--- src/hw/rtl/cbtp_pkg.sv ---
// Shared types and constants of the colour bar test pattern generator.
package cbtp_pkg;

	// Configuration port geometry
	localparam int CFG_IDX_W  = 3;
	localparam int CFG_DATA_W = 32;
	localparam int CFG_DIM_W  = 13;

	// Register indexes
	localparam logic [CFG_IDX_W-1:0] REG_FRAME_WIDTH  = 3'd0;
	localparam logic [CFG_IDX_W-1:0] REG_FRAME_HEIGHT = 3'd1;
	localparam logic [CFG_IDX_W-1:0] REG_BARS_0       = 3'd2;
	localparam logic [CFG_IDX_W-1:0] REG_BARS_4       = 3'd3;
	localparam logic [CFG_IDX_W-1:0] REG_BARS_8       = 3'd4;
	localparam logic [CFG_IDX_W-1:0] REG_BARS_12      = 3'd5;

	// Geometry limits and defaults
	localparam int WIDTH_MIN  = 16;
	localparam int HEIGHT_MIN = 1;
	localparam int WIDTH_RST  = 640;
	localparam int HEIGHT_RST = 480;

	// Band codes
	localparam logic [2:0] BAND_BARS  = 3'd0;
	localparam logic [2:0] BAND_RED   = 3'd1;
	localparam logic [2:0] BAND_GREEN = 3'd2;
	localparam logic [2:0] BAND_BLUE  = 3'd3;
	localparam logic [2:0] BAND_GRAY  = 3'd4;

	localparam logic [4:0] SEG_LAST = 5'd31;
	localparam logic [3:0] BAR_LAST = 4'd15;
	localparam logic [7:0] WHITE    = 8'hFF;

	// Sixteen RGB332 bar entries, entry i in element i
	typedef logic [15:0][7:0] bar_tbl_t;

	localparam bar_tbl_t BARS_RST = {32'hFF1FE303, 32'hFC1CE092, 32'hDB128202, 32'h90108000};

	// One result item
	typedef struct packed {
		logic [7:0] pixel;
		logic       end_of_line;
		logic       end_of_frame;
	} pix_res_t;

endpackage

--- src/hw/rtl/cbtp_ifs.sv ---
// Channel interfaces: pixel request, pixel result and register write.
interface cbtp_in_if;
	logic valid;
	logic ready;
	logic restart;
	modport source (output valid, output restart, input ready);
	modport sink (input valid, input restart, output ready);
endinterface

interface cbtp_out_if;
	logic       valid;
	logic       ready;
	logic [7:0] pixel;
	logic       end_of_line;
	logic       end_of_frame;
	modport source (output valid, output pixel, output end_of_line, output end_of_frame,
		input ready);
	modport sink (input valid, input pixel, input end_of_line, input end_of_frame,
		output ready);
endinterface

interface cbtp_cfg_if;
	logic                           valid;
	logic                           ready;
	logic [cbtp_pkg::CFG_IDX_W-1:0]  index;
	logic [cbtp_pkg::CFG_DATA_W-1:0] data;
	modport source (output valid, output index, output data, input ready);
	modport sink (input valid, input index, input data, output ready);
endinterface

--- src/hw/rtl/cbtp_cfg.sv ---
// Register file: saturated frame geometry, band height and bar table.
module cbtp_cfg #(
	parameter int MAX_DIMENSION = 4096,
	localparam int DW = $clog2(MAX_DIMENSION + 1),
	localparam int LW = DW - 2
) (
	input  logic                 clk,
	input  logic                 arst_n,
	cbtp_cfg_if.sink             cfg,
	output logic [DW-1:0]        eff_w,
	output logic [DW-1:0]        eff_h,
	output logic [LW-1:0]        h5,
	output cbtp_pkg::bar_tbl_t   bars
);

	localparam int W_RST   = (cbtp_pkg::WIDTH_RST > MAX_DIMENSION) ?
		MAX_DIMENSION : cbtp_pkg::WIDTH_RST;
	localparam int H_RST   = (cbtp_pkg::HEIGHT_RST > MAX_DIMENSION) ?
		MAX_DIMENSION : cbtp_pkg::HEIGHT_RST;
	localparam int H5_RST  = H_RST / 5;
	// Reciprocal of five, exact for every DW-bit height
	localparam int RECIP_SH = DW + 3;
	localparam logic [DW:0] RECIP = (DW + 1)'(((1 << RECIP_SH) + 4) / 5);

	logic [DW-1:0]          w_q, h_q;
	logic [LW-1:0]          h5_q;
	cbtp_pkg::bar_tbl_t     bars_q;
	logic [31:0]            raw;
	logic [31:0]            w_sat, h_sat;
	logic [DW-1:0]          h_new;
	logic [2*DW:0]          h_prod;

	assign cfg.ready = 1'b1;

	// Saturate the written dimension and divide the height by five
	always_comb begin
		raw = 32'(cfg.data[cbtp_pkg::CFG_DIM_W-1:0]);
		if (raw < 32'(cbtp_pkg::WIDTH_MIN))
			w_sat = 32'(cbtp_pkg::WIDTH_MIN);
		else if (raw > 32'(MAX_DIMENSION))
			w_sat = 32'(MAX_DIMENSION);
		else
			w_sat = raw;
		if (raw < 32'(cbtp_pkg::HEIGHT_MIN))
			h_sat = 32'(cbtp_pkg::HEIGHT_MIN);
		else if (raw > 32'(MAX_DIMENSION))
			h_sat = 32'(MAX_DIMENSION);
		else
			h_sat = raw;
		h_new  = h_sat[DW-1:0];
		h_prod = (2*DW+1)'(h_new) * (2*DW+1)'(RECIP);
	end

	// Take register writes
	always_ff @(posedge clk or negedge arst_n) begin
		if (!arst_n) begin
			w_q    <= DW'(W_RST);
			h_q    <= DW'(H_RST);
			h5_q   <= LW'(H5_RST);
			bars_q <= cbtp_pkg::BARS_RST;
		end else if (cfg.valid) begin
			case (cfg.index)
				cbtp_pkg::REG_FRAME_WIDTH: begin
					w_q <= w_sat[DW-1:0];
				end
				cbtp_pkg::REG_FRAME_HEIGHT: begin
					h_q  <= h_new;
					h5_q <= h_prod[RECIP_SH +: LW];
				end
				cbtp_pkg::REG_BARS_0:  bars_q[0 +: 4]  <= cfg.data;
				cbtp_pkg::REG_BARS_4:  bars_q[4 +: 4]  <= cfg.data;
				cbtp_pkg::REG_BARS_8:  bars_q[8 +: 4]  <= cfg.data;
				cbtp_pkg::REG_BARS_12: bars_q[12 +: 4] <= cfg.data;
				default: ;
			endcase
		end
	end

	assign eff_w = w_q;
	assign eff_h = h_q;
	assign h5    = h5_q;
	assign bars  = bars_q;

endmodule

--- src/hw/rtl/cbtp_raster.sv ---
// Raster position, band and segment counters with the pixel colour logic.
module cbtp_raster #(
	parameter int MAX_DIMENSION = 4096,
	localparam int DW = $clog2(MAX_DIMENSION + 1),
	localparam int LW = DW - 2
) (
	input  logic                 clk,
	input  logic                 arst_n,
	input  logic                 step,
	input  logic                 restart,
	input  logic [DW-1:0]        eff_w,
	input  logic [DW-1:0]        eff_h,
	input  logic [LW-1:0]        h5,
	input  cbtp_pkg::bar_tbl_t   bars,
	output cbtp_pkg::pix_res_t   res
);

	localparam int PW       = $clog2(MAX_DIMENSION);
	localparam int W_RST    = (cbtp_pkg::WIDTH_RST > MAX_DIMENSION) ?
		MAX_DIMENSION : cbtp_pkg::WIDTH_RST;
	localparam int LEFT_RST = W_RST / 16;

	logic [PW-1:0] col_q, row_q;
	logic [2:0]    band_q;
	logic [4:0]    seg_q;
	logic [LW-1:0] left_q;

	logic [PW-1:0] col_c, row_c, col_n, row_n, row_inc;
	logic [2:0]    band_c, band_n, fs_band, first_open, line_band;
	logic [4:0]    seg_c, seg_n;
	logic [LW-1:0] left_c, left_n;
	logic [DW-1:0] bend1, bend2, bend3, bend4, row_inc_x;
	logic          eol, eof, last_row, border;

	function automatic logic [LW-1:0] seg_len(input logic [2:0] b, input logic [DW-1:0] w);
		case (b)
			cbtp_pkg::BAND_BARS: return LW'(w >> 4);
			cbtp_pkg::BAND_BLUE: return w[DW-1:2];
			default:             return LW'(w >> 3);
		endcase
	endfunction

	function automatic logic [7:0] band_color(input logic [2:0] b, input logic [4:0] s,
		input cbtp_pkg::bar_tbl_t tbl);
		logic [3:0] idx;
		idx = (s > 5'(cbtp_pkg::BAR_LAST)) ? cbtp_pkg::BAR_LAST : s[3:0];
		case (b)
			cbtp_pkg::BAND_BARS:  return tbl[idx];
			cbtp_pkg::BAND_RED:   return {s[2:0], 5'b0};
			cbtp_pkg::BAND_GREEN: return {1'b0, s, 2'b0};
			cbtp_pkg::BAND_BLUE:  return {3'b0, s};
			default:              return {s[2:0], 5'b0} | {1'b0, s, 2'b0} | {4'b0, s[4:1]};
		endcase
	endfunction

	// Band end rows; an empty first band means every band but the last is empty
	always_comb begin
		bend1   = DW'(h5);
		bend2   = bend1 << 1;
		bend3   = bend1 + bend2;
		bend4   = bend1 << 2;
		fs_band = (h5 == '0) ? cbtp_pkg::BAND_GRAY : cbtp_pkg::BAND_BARS;
	end

	// Current position, with restart forcing the top-left pixel
	always_comb begin
		if (restart) begin
			col_c  = '0;
			row_c  = '0;
			band_c = fs_band;
			seg_c  = '0;
			left_c = seg_len(fs_band, eff_w);
		end else begin
			col_c  = col_q;
			row_c  = row_q;
			band_c = band_q;
			seg_c  = seg_q;
			left_c = left_q;
		end
	end

	// Colour and line/frame markers
	always_comb begin
		eol      = DW'(col_c) >= (eff_w - DW'(1));
		last_row = DW'(row_c) >= (eff_h - DW'(1));
		eof      = eol && last_row;
		border   = (col_c == '0) || eol || (row_c == '0) || last_row;
		res.pixel        = border ? cbtp_pkg::WHITE : band_color(band_c, seg_c, bars);
		res.end_of_line  = eol;
		res.end_of_frame = eof;
	end

	// Advance the raster
	always_comb begin
		row_inc    = row_c + PW'(1);
		row_inc_x  = DW'(row_inc);
		first_open = 3'(row_inc_x >= bend1) + 3'(row_inc_x >= bend2) +
			3'(row_inc_x >= bend3) + 3'(row_inc_x >= bend4);
		line_band  = (first_open > band_c) ? first_open : band_c;
		col_n  = col_c + PW'(1);
		row_n  = row_c;
		band_n = band_c;
		seg_n  = seg_c;
		left_n = left_c - LW'(1);
		if (eol) begin
			col_n = '0;
			seg_n = '0;
			if (eof) begin
				row_n  = '0;
				band_n = fs_band;
			end else begin
				row_n  = row_inc;
				band_n = line_band;
			end
			left_n = seg_len(band_n, eff_w);
		end else if (left_c <= LW'(1)) begin
			left_n = seg_len(band_c, eff_w);
			if (seg_c < cbtp_pkg::SEG_LAST)
				seg_n = seg_c + 5'd1;
		end
	end

	always_ff @(posedge clk or negedge arst_n) begin
		if (!arst_n) begin
			col_q  <= '0;
			row_q  <= '0;
			band_q <= cbtp_pkg::BAND_BARS;
			seg_q  <= '0;
			left_q <= LW'(LEFT_RST);
		end else if (step) begin
			col_q  <= col_n;
			row_q  <= row_n;
			band_q <= band_n;
			seg_q  <= seg_n;
			left_q <= left_n;
		end
	end

endmodule

--- src/hw/rtl/color_bar_test_pattern_generator_top.sv ---
// A taken request waits in the request stage and moves into the result register once that is free.
// Throughput: one pixel per cycle while the result side keeps taking pixels.
// A new request is taken while a finished pixel still waits at the output.
// Reset clears both stage valids, points the raster at pixel (0,0) of band 0
// and loads 640x480 geometry (clamped to MAX_DIMENSION) with the default bar table.
module color_bar_test_pattern_generator_top #(
	parameter int MAX_DIMENSION = 4096
) (
	input  logic        clk,
	input  logic        arst_n,
	cbtp_cfg_if.sink    cfg,
	cbtp_in_if.sink     pix_in,
	cbtp_out_if.source  pix_out
);

	localparam int DW = $clog2(MAX_DIMENSION + 1);
	localparam int LW = DW - 2;

	logic                 vld_s1, restart_s1, vld_s2, adv;
	cbtp_pkg::pix_res_t   res, res_s2;
	logic [DW-1:0]        eff_w, eff_h;
	logic [LW-1:0]        h5;
	cbtp_pkg::bar_tbl_t   bars;

	cbtp_cfg #(.MAX_DIMENSION(MAX_DIMENSION)) u_cfg (
		.clk    (clk),
		.arst_n (arst_n),
		.cfg    (cfg),
		.eff_w  (eff_w),
		.eff_h  (eff_h),
		.h5     (h5),
		.bars   (bars)
	);

	cbtp_raster #(.MAX_DIMENSION(MAX_DIMENSION)) u_raster (
		.clk     (clk),
		.arst_n  (arst_n),
		.step    (adv),
		.restart (restart_s1),
		.eff_w   (eff_w),
		.eff_h   (eff_h),
		.h5      (h5),
		.bars    (bars),
		.res     (res)
	);

	// Move the held request into the result register when it is free
	assign adv          = vld_s1 && (!vld_s2 || pix_out.ready);
	assign pix_in.ready = !vld_s1 || adv;

	// Hold the request
	always_ff @(posedge clk or negedge arst_n) begin
		if (!arst_n) begin
			vld_s1 <= 1'b0;
		end else if (pix_in.valid && pix_in.ready) begin
			vld_s1 <= 1'b1;
		end else if (adv) begin
			vld_s1 <= 1'b0;
		end
	end

	always_ff @(posedge clk) begin
		if (pix_in.valid && pix_in.ready)
			restart_s1 <= pix_in.restart;
	end

	// Hold the result until taken
	always_ff @(posedge clk or negedge arst_n) begin
		if (!arst_n) begin
			vld_s2 <= 1'b0;
		end else if (adv) begin
			vld_s2 <= 1'b1;
		end else if (pix_out.ready) begin
			vld_s2 <= 1'b0;
		end
	end

	always_ff @(posedge clk) begin
		if (adv)
			res_s2 <= res;
	end

	assign pix_out.valid        = vld_s2;
	assign pix_out.pixel        = res_s2.pixel;
	assign pix_out.end_of_line  = res_s2.end_of_line;
	assign pix_out.end_of_frame = res_s2.end_of_frame;

`ifndef SYNTHESIS
	a_eof_on_eol: assert property (@(posedge clk) disable iff (!arst_n)
		vld_s2 |-> (!res_s2.end_of_frame || res_s2.end_of_line))
		else $error("end of frame without end of line");

	a_req_kept: assert property (@(posedge clk) disable iff (!arst_n)
		(vld_s1 && !adv) |=> vld_s1)
		else $error("held request lost");

	a_restart_white: assert property (@(posedge clk) disable iff (!arst_n)
		(adv && restart_s1) |=> (vld_s2 && res_s2.pixel == cbtp_pkg::WHITE))
		else $error("restart pixel is not border white");
`endif

endmodule

--- src/flat_wrapper.sv ---
// flat-port wrapper written by rule: the top's interface ports become plain ports
module color_bar_test_pattern_generator_top_flat 
#(
	parameter int MAX_DIMENSION = 4096
)
  (clk, arst_n, cfg_valid, cfg_index, cfg_data, cfg_ready, pix_in_valid, pix_in_restart, pix_in_ready, pix_out_valid, pix_out_pixel, pix_out_end_of_line, pix_out_end_of_frame, pix_out_ready);
  cbtp_cfg_if cfg_i ();
  cbtp_in_if pix_in_i ();
  cbtp_out_if pix_out_i ();
  input  logic clk;
  input  logic arst_n;
  input wire logic [$bits(cfg_i.valid)-1:0] cfg_valid;
  input wire logic [$bits(cfg_i.index)-1:0] cfg_index;
  input wire logic [$bits(cfg_i.data)-1:0] cfg_data;
  output wire logic [$bits(cfg_i.ready)-1:0] cfg_ready;
  input wire logic [$bits(pix_in_i.valid)-1:0] pix_in_valid;
  input wire logic [$bits(pix_in_i.restart)-1:0] pix_in_restart;
  output wire logic [$bits(pix_in_i.ready)-1:0] pix_in_ready;
  output wire logic [$bits(pix_out_i.valid)-1:0] pix_out_valid;
  output wire logic [$bits(pix_out_i.pixel)-1:0] pix_out_pixel;
  output wire logic [$bits(pix_out_i.end_of_line)-1:0] pix_out_end_of_line;
  output wire logic [$bits(pix_out_i.end_of_frame)-1:0] pix_out_end_of_frame;
  input wire logic [$bits(pix_out_i.ready)-1:0] pix_out_ready;
  assign cfg_i.valid = cfg_valid;
  assign cfg_i.index = cfg_index;
  assign cfg_i.data = cfg_data;
  assign cfg_ready = cfg_i.ready;
  assign pix_in_i.valid = pix_in_valid;
  assign pix_in_i.restart = pix_in_restart;
  assign pix_in_ready = pix_in_i.ready;
  assign pix_out_valid = pix_out_i.valid;
  assign pix_out_pixel = pix_out_i.pixel;
  assign pix_out_end_of_line = pix_out_i.end_of_line;
  assign pix_out_end_of_frame = pix_out_i.end_of_frame;
  assign pix_out_i.ready = pix_out_ready;
  color_bar_test_pattern_generator_top #(.MAX_DIMENSION(MAX_DIMENSION)) u_core (.clk(clk), .arst_n(arst_n), .cfg(cfg_i), .pix_in(pix_in_i), .pix_out(pix_out_i));
endmodule
--- config.mk ---
export PLATFORM = sky130hd
export DESIGN_NAME = color_bar_test_pattern_generator_top_flat
export DESIGN_NICKNAME = d
export VERILOG_FILES = /design/src/hw/rtl/cbtp_pkg.sv /design/src/hw/rtl/cbtp_ifs.sv /design/src/hw/rtl/cbtp_cfg.sv /design/src/hw/rtl/cbtp_raster.sv /design/src/hw/rtl/color_bar_test_pattern_generator_top.sv /design/src/flat_wrapper.sv
export SDC_FILE = /design/constraint.sdc
export NUM_CORES = 1
export LEC_CHECK = 0
export ABC_AREA = 1
export BUFFER_PORTS_ARGS = -buffer_cell sky130_fd_sc_hd__buf_2
export CORE_MARGIN = 8
export CORE_UTILIZATION = 52
export DETAILED_ROUTE_END_ITERATION = 16
export PLACE_DENSITY = 0.81
export RECOVER_POWER = 100
export SLEW_MARGIN = 40
export SYNTH_ARGS = -nofsm -noshare
export SYNTH_HDL_FRONTEND = slang
export SYNTH_SLANG_ARGS = --single-unit
--- constraint.sdc ---
create_clock -name clk -period 6 [get_ports clk]
set_input_delay 1.2 -clock clk [delete_from_list [all_inputs] [get_ports clk]]
set_output_delay 1.2 -clock clk [all_outputs]
set_load 0.02 [all_outputs]
==> results.toml, run 1 <==
[worst_setup_path]
cpMaxStageDelayCell = "dfstp_2"
r2r-start = "u_core.u_cfg.h5[5]$_DFFE_PN1P_"
cp-start-kind = "flop"
path_common_cell = "ha_1"
max_stage_delay_ns = 0.54
critPathKind = "flop to flop"
arrival_ns = 6.19
path_max_fanout = 5
crit_path_end_kind = "flop"
cp-startpoint = "u_core.u_cfg.h5[5]$_DFFE_PN1P_"
cp.required_ns = 6.42

[placed_design]
gp_congestion = 0.956
place_area_mm2 = 0.0187
placed_cells = 2738
hpwlAfterDp_um = 34100
place.port_buffers = 52
place_ws_ns = -0.384

[global_routing]
overflow = 0
grt_pass1_wl_um = 75800
antenna_found_initial = 0
grt_use_total_pct = 23.1
grt_max_degree = 123
grt_pass1_vias = 15300

[synthesis]
synth.ff_latch_count = 221
synth-async-reset-ratio_pct = 95.0
yosysSeqAreaShare_pct = 32.5
syn_avg_cell_area_um2 = 7.82
synth_cell_types = 58
synth_ff_type = "dfrtp_1"
yosys_warnings = 0
syn-num-nets = 2498
synth_edf_count = 11
syn_inst = 2225
netlist_area_mm2 = 0.0174

[cells_and_area]
drive_gt1_share_pct = 14.2
multi_input_area_mm2 = 0.0103
n_antenna_cell = 0
final_util_pct = 58.9
mostFrequentLayoutCells = "nand2_1 (436), inv_1 (299), o21ai_0 (237)"
syn2layout_area_growth_pct = 12.7
final_area_mm2 = 0.0196
fillers = 2943
layout_commonest_cell = "nand2_1"
register_area_mm2 = 0.00566
final_nets = 2596
fin_cells = 2791

[route]
drt_pass1_iterations = 7
viasPerCell = 5.63
ant_nets = 0
drt_iter0_drc = 1636
drc_errors = 0
num_vias = 15700
wire_per_inst_um = 16.5
wirelength_um = 46000

[floorplan]
die_height_um = 199
initial_core_util_pct = 52.3
die-area_mm2 = 0.0396
row_count = 67
ioPinCount = 54
core-area_mm2 = 0.0333
die_x_um = 199

[sta]
worst_hold_slack_ns = 0.486
fin_crit_ns = 5.77
fin_setup_tns_ns = 0
setup_viol = 0
setup_ws_ns = 0.226
finalMaxSlewViolations = 327
hold_viol_final = 0
fin_worst_skew_ns = 0.0125
timing.final.crit_share_pct = 96.2
worst_pin_slew_ns = 4.23
slew_headroom_pct = -182
fmaxAchievable_mhz = 173

[power_and_ir_drop]
pwr-share-seq_pct = 28.9
clkPwrFrac_pct = 23.1
switching_share_pct = 41.8
p_total_mw = 7.18
power_frac_comb_pct = 48.0
peakVddDrop_mv = 0.203
power.leakage_nw = 9.76
internal_power_mw = 4.17
power_switching_mw = 3.00
powerDensity_mw_per_mm2 = 366

[cts]
clk_pin_slew_ns = 0.06
cts_buffers = 26
cts.sinks = 221
cts_buffer_depth = 3
hold_buffers = 0
clk-insertion-delay-late_ns = 0.54
clockRootBuffer = "clkbuf_16"
cts_tree = "done"
htree_levels = 1

[status]
outcome = "finished, violations left"
violations = "max-capacitance violations, max-slew violations"

[worst_hold_path]
hold_start = "u_core.u_cfg.bars[99]$_DFFE_PN0P_"
hold_class = "flop to flop"

[job]
maxCapViolCount = 5
-- worst max-delay path, delay by kind of cell, from the launching register on --
family	cells	cell delay, ns
xor gates and xnor gates	1	0.10
buffers and inverters	3	0.17
and+or+nand+nor	11	1.57
DFF	1	0.54
adders and majority gates	6	2.01
AOI/OAI and AO/OA	8	1.25
-- registers in the layout, indices dropped and copies added (netlist names) --
register                     flops
u_core.pix_out.end_of_frame      1
u_core.pix_out.end_of_line       1
u_core.pix_out.pixel             8
u_core.pix_out.valid             1
u_core.restart_s1                1
u_core.u_cfg.bars              128
u_core.u_cfg.eff_h              13
u_core.u_cfg.eff_w              13
u_core.u_cfg.h5                 11
u_core.u_raster.band_q           3
u_core.u_raster.col_q           12
u_core.u_raster.left_q          11
u_core.u_raster.row_q           12
u_core.u_raster.seg_q            5
u_core.vld_s1                    1
-- cell usage after synthesis, drive strengths merged, types with 2 or more instances --
cell	instances	share of area (%)
a211oi	5	0.22
a21o	7	0.30
a21oi	101	2.9
a31oi	7	0.25
and2	2	0.072
buf	37	1.4
clkbuf	45	0.97
clkinv	5	0.11
dfrtp	150	22
dfstp	60	9.1
edfxtp	11	1.9
fa	45	5.2
ha	187	13
inv	315	6.9
mux2i	13	0.75
nand2	457	10
nand3	150	4.5
nand3b	2	0.086
nand4	38	1.4
nor2	167	4.0
nor3	23	0.78
nor4	12	0.43
o2111ai	6	0.30
o211ai	23	1.0
o21a	3	0.13
o21ai	252	7.3
o21bai	4	0.17
o221ai	8	0.40
o22ai	21	0.79
o31ai	2	0.086
o32ai	2	0.10
or2	10	0.36
xnor2	15	0.75
xor2	37	1.9
-- timing repair --
item | 4_1_cts | 5_1_grt
hold endpoints to repair | 0 | 0
resized for setup | 1 | 27
setup endpoints to repair | 1 | 20
buffers inserted | 0 | 3
gates cloned | 0 | 2
pin swaps | 0 | 5
-- final timing paths --
check / end / slack [ns] / depth (start not counted)
setup / recovery: u_core.u_raster.left_q[0]$_DFFE_PN0P_ / 0.23 / 29
hold / removal: u_core.u_cfg.bars[99]$_DFFE_PN0P_ / 0.49 / 2
setup reg to reg: u_core.u_raster.left_q[0]$_DFFE_PN0P_ / 0.23 / 29
hold reg to reg: u_core.u_cfg.bars[99]$_DFFE_PN0P_ / 0.49 / 2
max in group asynchronous: u_core.u_cfg.h5[10]$_DFFE_PN0P_ / 1.32 / 1
min in group asynchronous: u_core.vld_s1$_DFFE_PN0P_ / 2.25 / 1
-- power groups by stage --
stage	combinational (mW)	clock, mW	sequential, mW
finish	3.45	1.66	2.07
floorplan	2.31	0	2.05
detailed placement	3.25	0	2.09
CTS	3.28	1.67	2.07
global placement	3.12	0	2.08
global route	3.86	1.74	2.11
-- cell families (layout without fill, tap and decap cells) --
| family | count (synthesis) | in the layout | share of synthesized area (%) |
|---|---|---|---|
| xor+xnor | 52 | 52 | 2.62 |
| buf+inv | 402 | 518 | 9.33 |
| mux | 13 | 13 | 0.748 |
| compound gates | 443 | 443 | 14.1 |
| simple gates | 861 | 863 | 22.1 |
| fa+ha+maj | 232 | 232 | 18.6 |
| flops | 221 | 221 | 32.5 |
| other cells | 1 | 1 | 0.0215 |
-- cell type report --
cell class / instances / area share [%]
inverter: 320 / 6.19
timing repair buffer: 150 / 5.00
tap: 448 / 2.86
sequential: 221 / 28.9
clock inverter: 15 / 0.804
multi-input combinational: 1604 / 52.5
clock buffer: 33 / 3.82
-- routing by layer --
layer  track usage (%)  routed length (um)  up-vias
li1                  -                   -     7582
met1              31.4               20300     7465
met2              37.6               21300      557
met3              3.64                3180      111
met4              6.86                1230        0
met5                 0                   0        -
(Power assumes the default switching activity.)
==> inputs of run 2 (changes only) <==
--- a/config.mk
+++ b/config.mk
@@ -11,4 +11,5 @@
 export CORE_UTILIZATION = 52
+export CTS_CLUSTER_DIAMETER = 40
 export DETAILED_ROUTE_END_ITERATION = 16
-export PLACE_DENSITY = 0.81
+export PLACE_DENSITY = 0.74
 export RECOVER_POWER = 100
==> constraint.sdc (replaced) <==
create_clock -name clk -period 6 [get_ports clk]
set_input_delay 0.3 -clock clk [delete_from_list [all_inputs] [get_ports clk]]
set_output_delay 0.3 -clock clk [all_outputs]
set_load 0.02 [all_outputs]
==> results.toml, run 2 (same netlist as run 1, synthesis figures left out) <==
[cts]
htree_levels = 2
clockRootBuffer = "clkbuf_16"
cts_buffers = 38
clk_pin_slew_ns = 0.06
cts.sinks = 221
clk-insertion-delay-late_ns = 0.56
cts_buffer_depth = 3
cts_tree = "done"

[worst_setup_path]
cp-start-kind = "flop"
r2r-start = "u_core.u_cfg.h5[5]$_DFFE_PN1P_"
crit_path_end_kind = "flop"
arrival_ns = 6.17
path_common_cell = "nor2_1"
critPathKind = "flop to flop"
path_max_fanout = 5
max_stage_delay_ns = 0.54
cp-startpoint = "u_core.u_cfg.h5[5]$_DFFE_PN1P_"
cpMaxStageDelayCell = "dfstp_2"
cp.required_ns = 6.47

[power_and_ir_drop]
powerDensity_mw_per_mm2 = 391
peakVddDrop_mv = 0.281
power.leakage_nw = 9.70

[cells_and_area]
layout_commonest_cell = "nand2_1"
mostFrequentLayoutCells = "nand2_1 (437), inv_1 (294), o21ai_0 (237)"
final_nets = 2559
final_util_pct = 59.1
fin_cells = 2764
n_antenna_cell = 0
final_area_mm2 = 0.0197
drive_gt1_share_pct = 12.8
syn2layout_area_growth_pct = 13.0
fillers = 2969
largest_reg_flops = 128

[route]
drt_pass1_iterations = 7
drc_errors = 0
num_vias = 15500
wire_per_inst_um = 17.1
drt_iter0_drc = 1037
viasPerCell = 5.61
ant_nets = 0
wirelength_um = 47100

[sta]
hold_viol_final = 0
worst_pin_slew_ns = 4.40
timing.final.crit_share_pct = 95.1
worst_hold_slack_ns = 0.0284
finalMaxSlewViolations = 384
setup_viol = 0
fin_worst_skew_ns = 0.0150
fmaxAchievable_mhz = 175
fin_crit_ns = 5.70
slew_headroom_pct = -193

[job]
maxCapViolCount = 6

[placed_design]
place_area_mm2 = 0.0182
gp_congestion = 0.954
hpwlAfterDp_um = 33900
place.port_buffers = 52
placed_cells = 2685

[floorplan]
die-area_mm2 = 0.0396
die_x_um = 199
core-area_mm2 = 0.0333
ioPinCount = 54
initial_core_util_pct = 52.3
row_count = 67
die_height_um = 199

[global_routing]
use_met3_pct = 3.43
busiest_layer = "met2"
grt_pass1_wl_um = 78200
gr-usage-met2_pct = 40.7
globalRouteMet1Util_pct = 30.8
overflow = 0
antenna_found_initial = 0
grt_max_degree = 83
grt_pass1_vias = 15800
grt_use_total_pct = 24.3

[status]
violations = "max-capacitance violations, max-slew violations"
outcome = "finished, violations left"

[worst_hold_path]
hold_class = "input port to flop"
hold_start = "cfg_data[19]"
## run 2: cell count changes in the layout (fill, tap and decap cells not counted), sizes merged
cell and delta:
buf -60, bufinv +2, clkbuf +20, clkinv -2, clkinvlp +3, dlygate4sd3 +3, dlymetal6s4s -1, inv +8
## run 2: area by class of cell
type	instances	area, um^2	share of cell area [%]
timing repair buffer	101	564	2.87
clock inverter	26	354	1.80
sequential	221	5660	28.8
tap	448	561	2.85
inverter	320	1210	6.18
clock buffer	44	1010	5.15
multi-input combinational	1604	10300	52.4
## run 2: power breakdown
part           switching, mW  total [mW]  internal [mW]
combinational           2.10        3.31           1.21
clock                  0.867        2.30           1.43
sequential             0.212        2.09           1.87
## run 2: path summary, 6_finish.rpt
kind | to | slack (ns) | cells after the start
max in group asynchronous | u_core.u_cfg.bars[24]$_DFFE_PN0P_ | 1.65 | 2
setup reg to reg | u_core.u_raster.left_q[5]$_DFFE_PN1P_ | 0.30 | 30
hold / removal | u_core.u_cfg.bars[115]$_DFFE_PN1P_ | 0.03 | 3
setup / recovery | u_core.u_raster.left_q[5]$_DFFE_PN1P_ | 0.30 | 30
min in group asynchronous | u_core.u_cfg.bars[53]$_DFFE_PN0P_ | 1.85 | 2
hold reg to reg | u_core.u_cfg.bars[119]$_DFFE_PN0P_ | 0.48 | 2
## run 2: metal layers
layer,part of all wire [%],up-vias
met3,5.5,126
met4,3.8,0
met2,47,492
met1,43,7381
li1,-,7516
met5,0,-
## run 2: worst max-delay path: cells and delay by family, from the launching register on
kind,cells,cell delay (ns)
AOI/OAI and AO/OA,8,1.36
buffers and inverters,3,0.27
and+or+nand+nor,12,1.39
DFF,1,0.54
xor gates and xnor gates,1,0.14
adders and majority gates,6,1.92
## run 2: what timing repair did
| action | in CTS | in global routing |
|---|---|---|
| resized for setup | 3 | 37 |
| setup buffers | 0 | 4 |
| cloned | 0 | 2 |
| hold buffers | 3 | 0 |
| endpoints found under the hold margin | 50 | 0 |
| pin swaps | 0 | 8 |
| setup endpoints to repair | 11 | 11 |
## run 2: metrics by stage
stage          setup slack (ns)  power, mW  TNS (ns)
3_5_place_dp            -0.0953       5.15    -0.563
2_1_floorplan             0.565       4.36         0
4_1_cts                  0.0234       7.50         0
3_3_place_gp              0.190       5.04         0
5_1_grt                 -0.0827       8.27    -0.398
6_report                  0.297       7.70         0
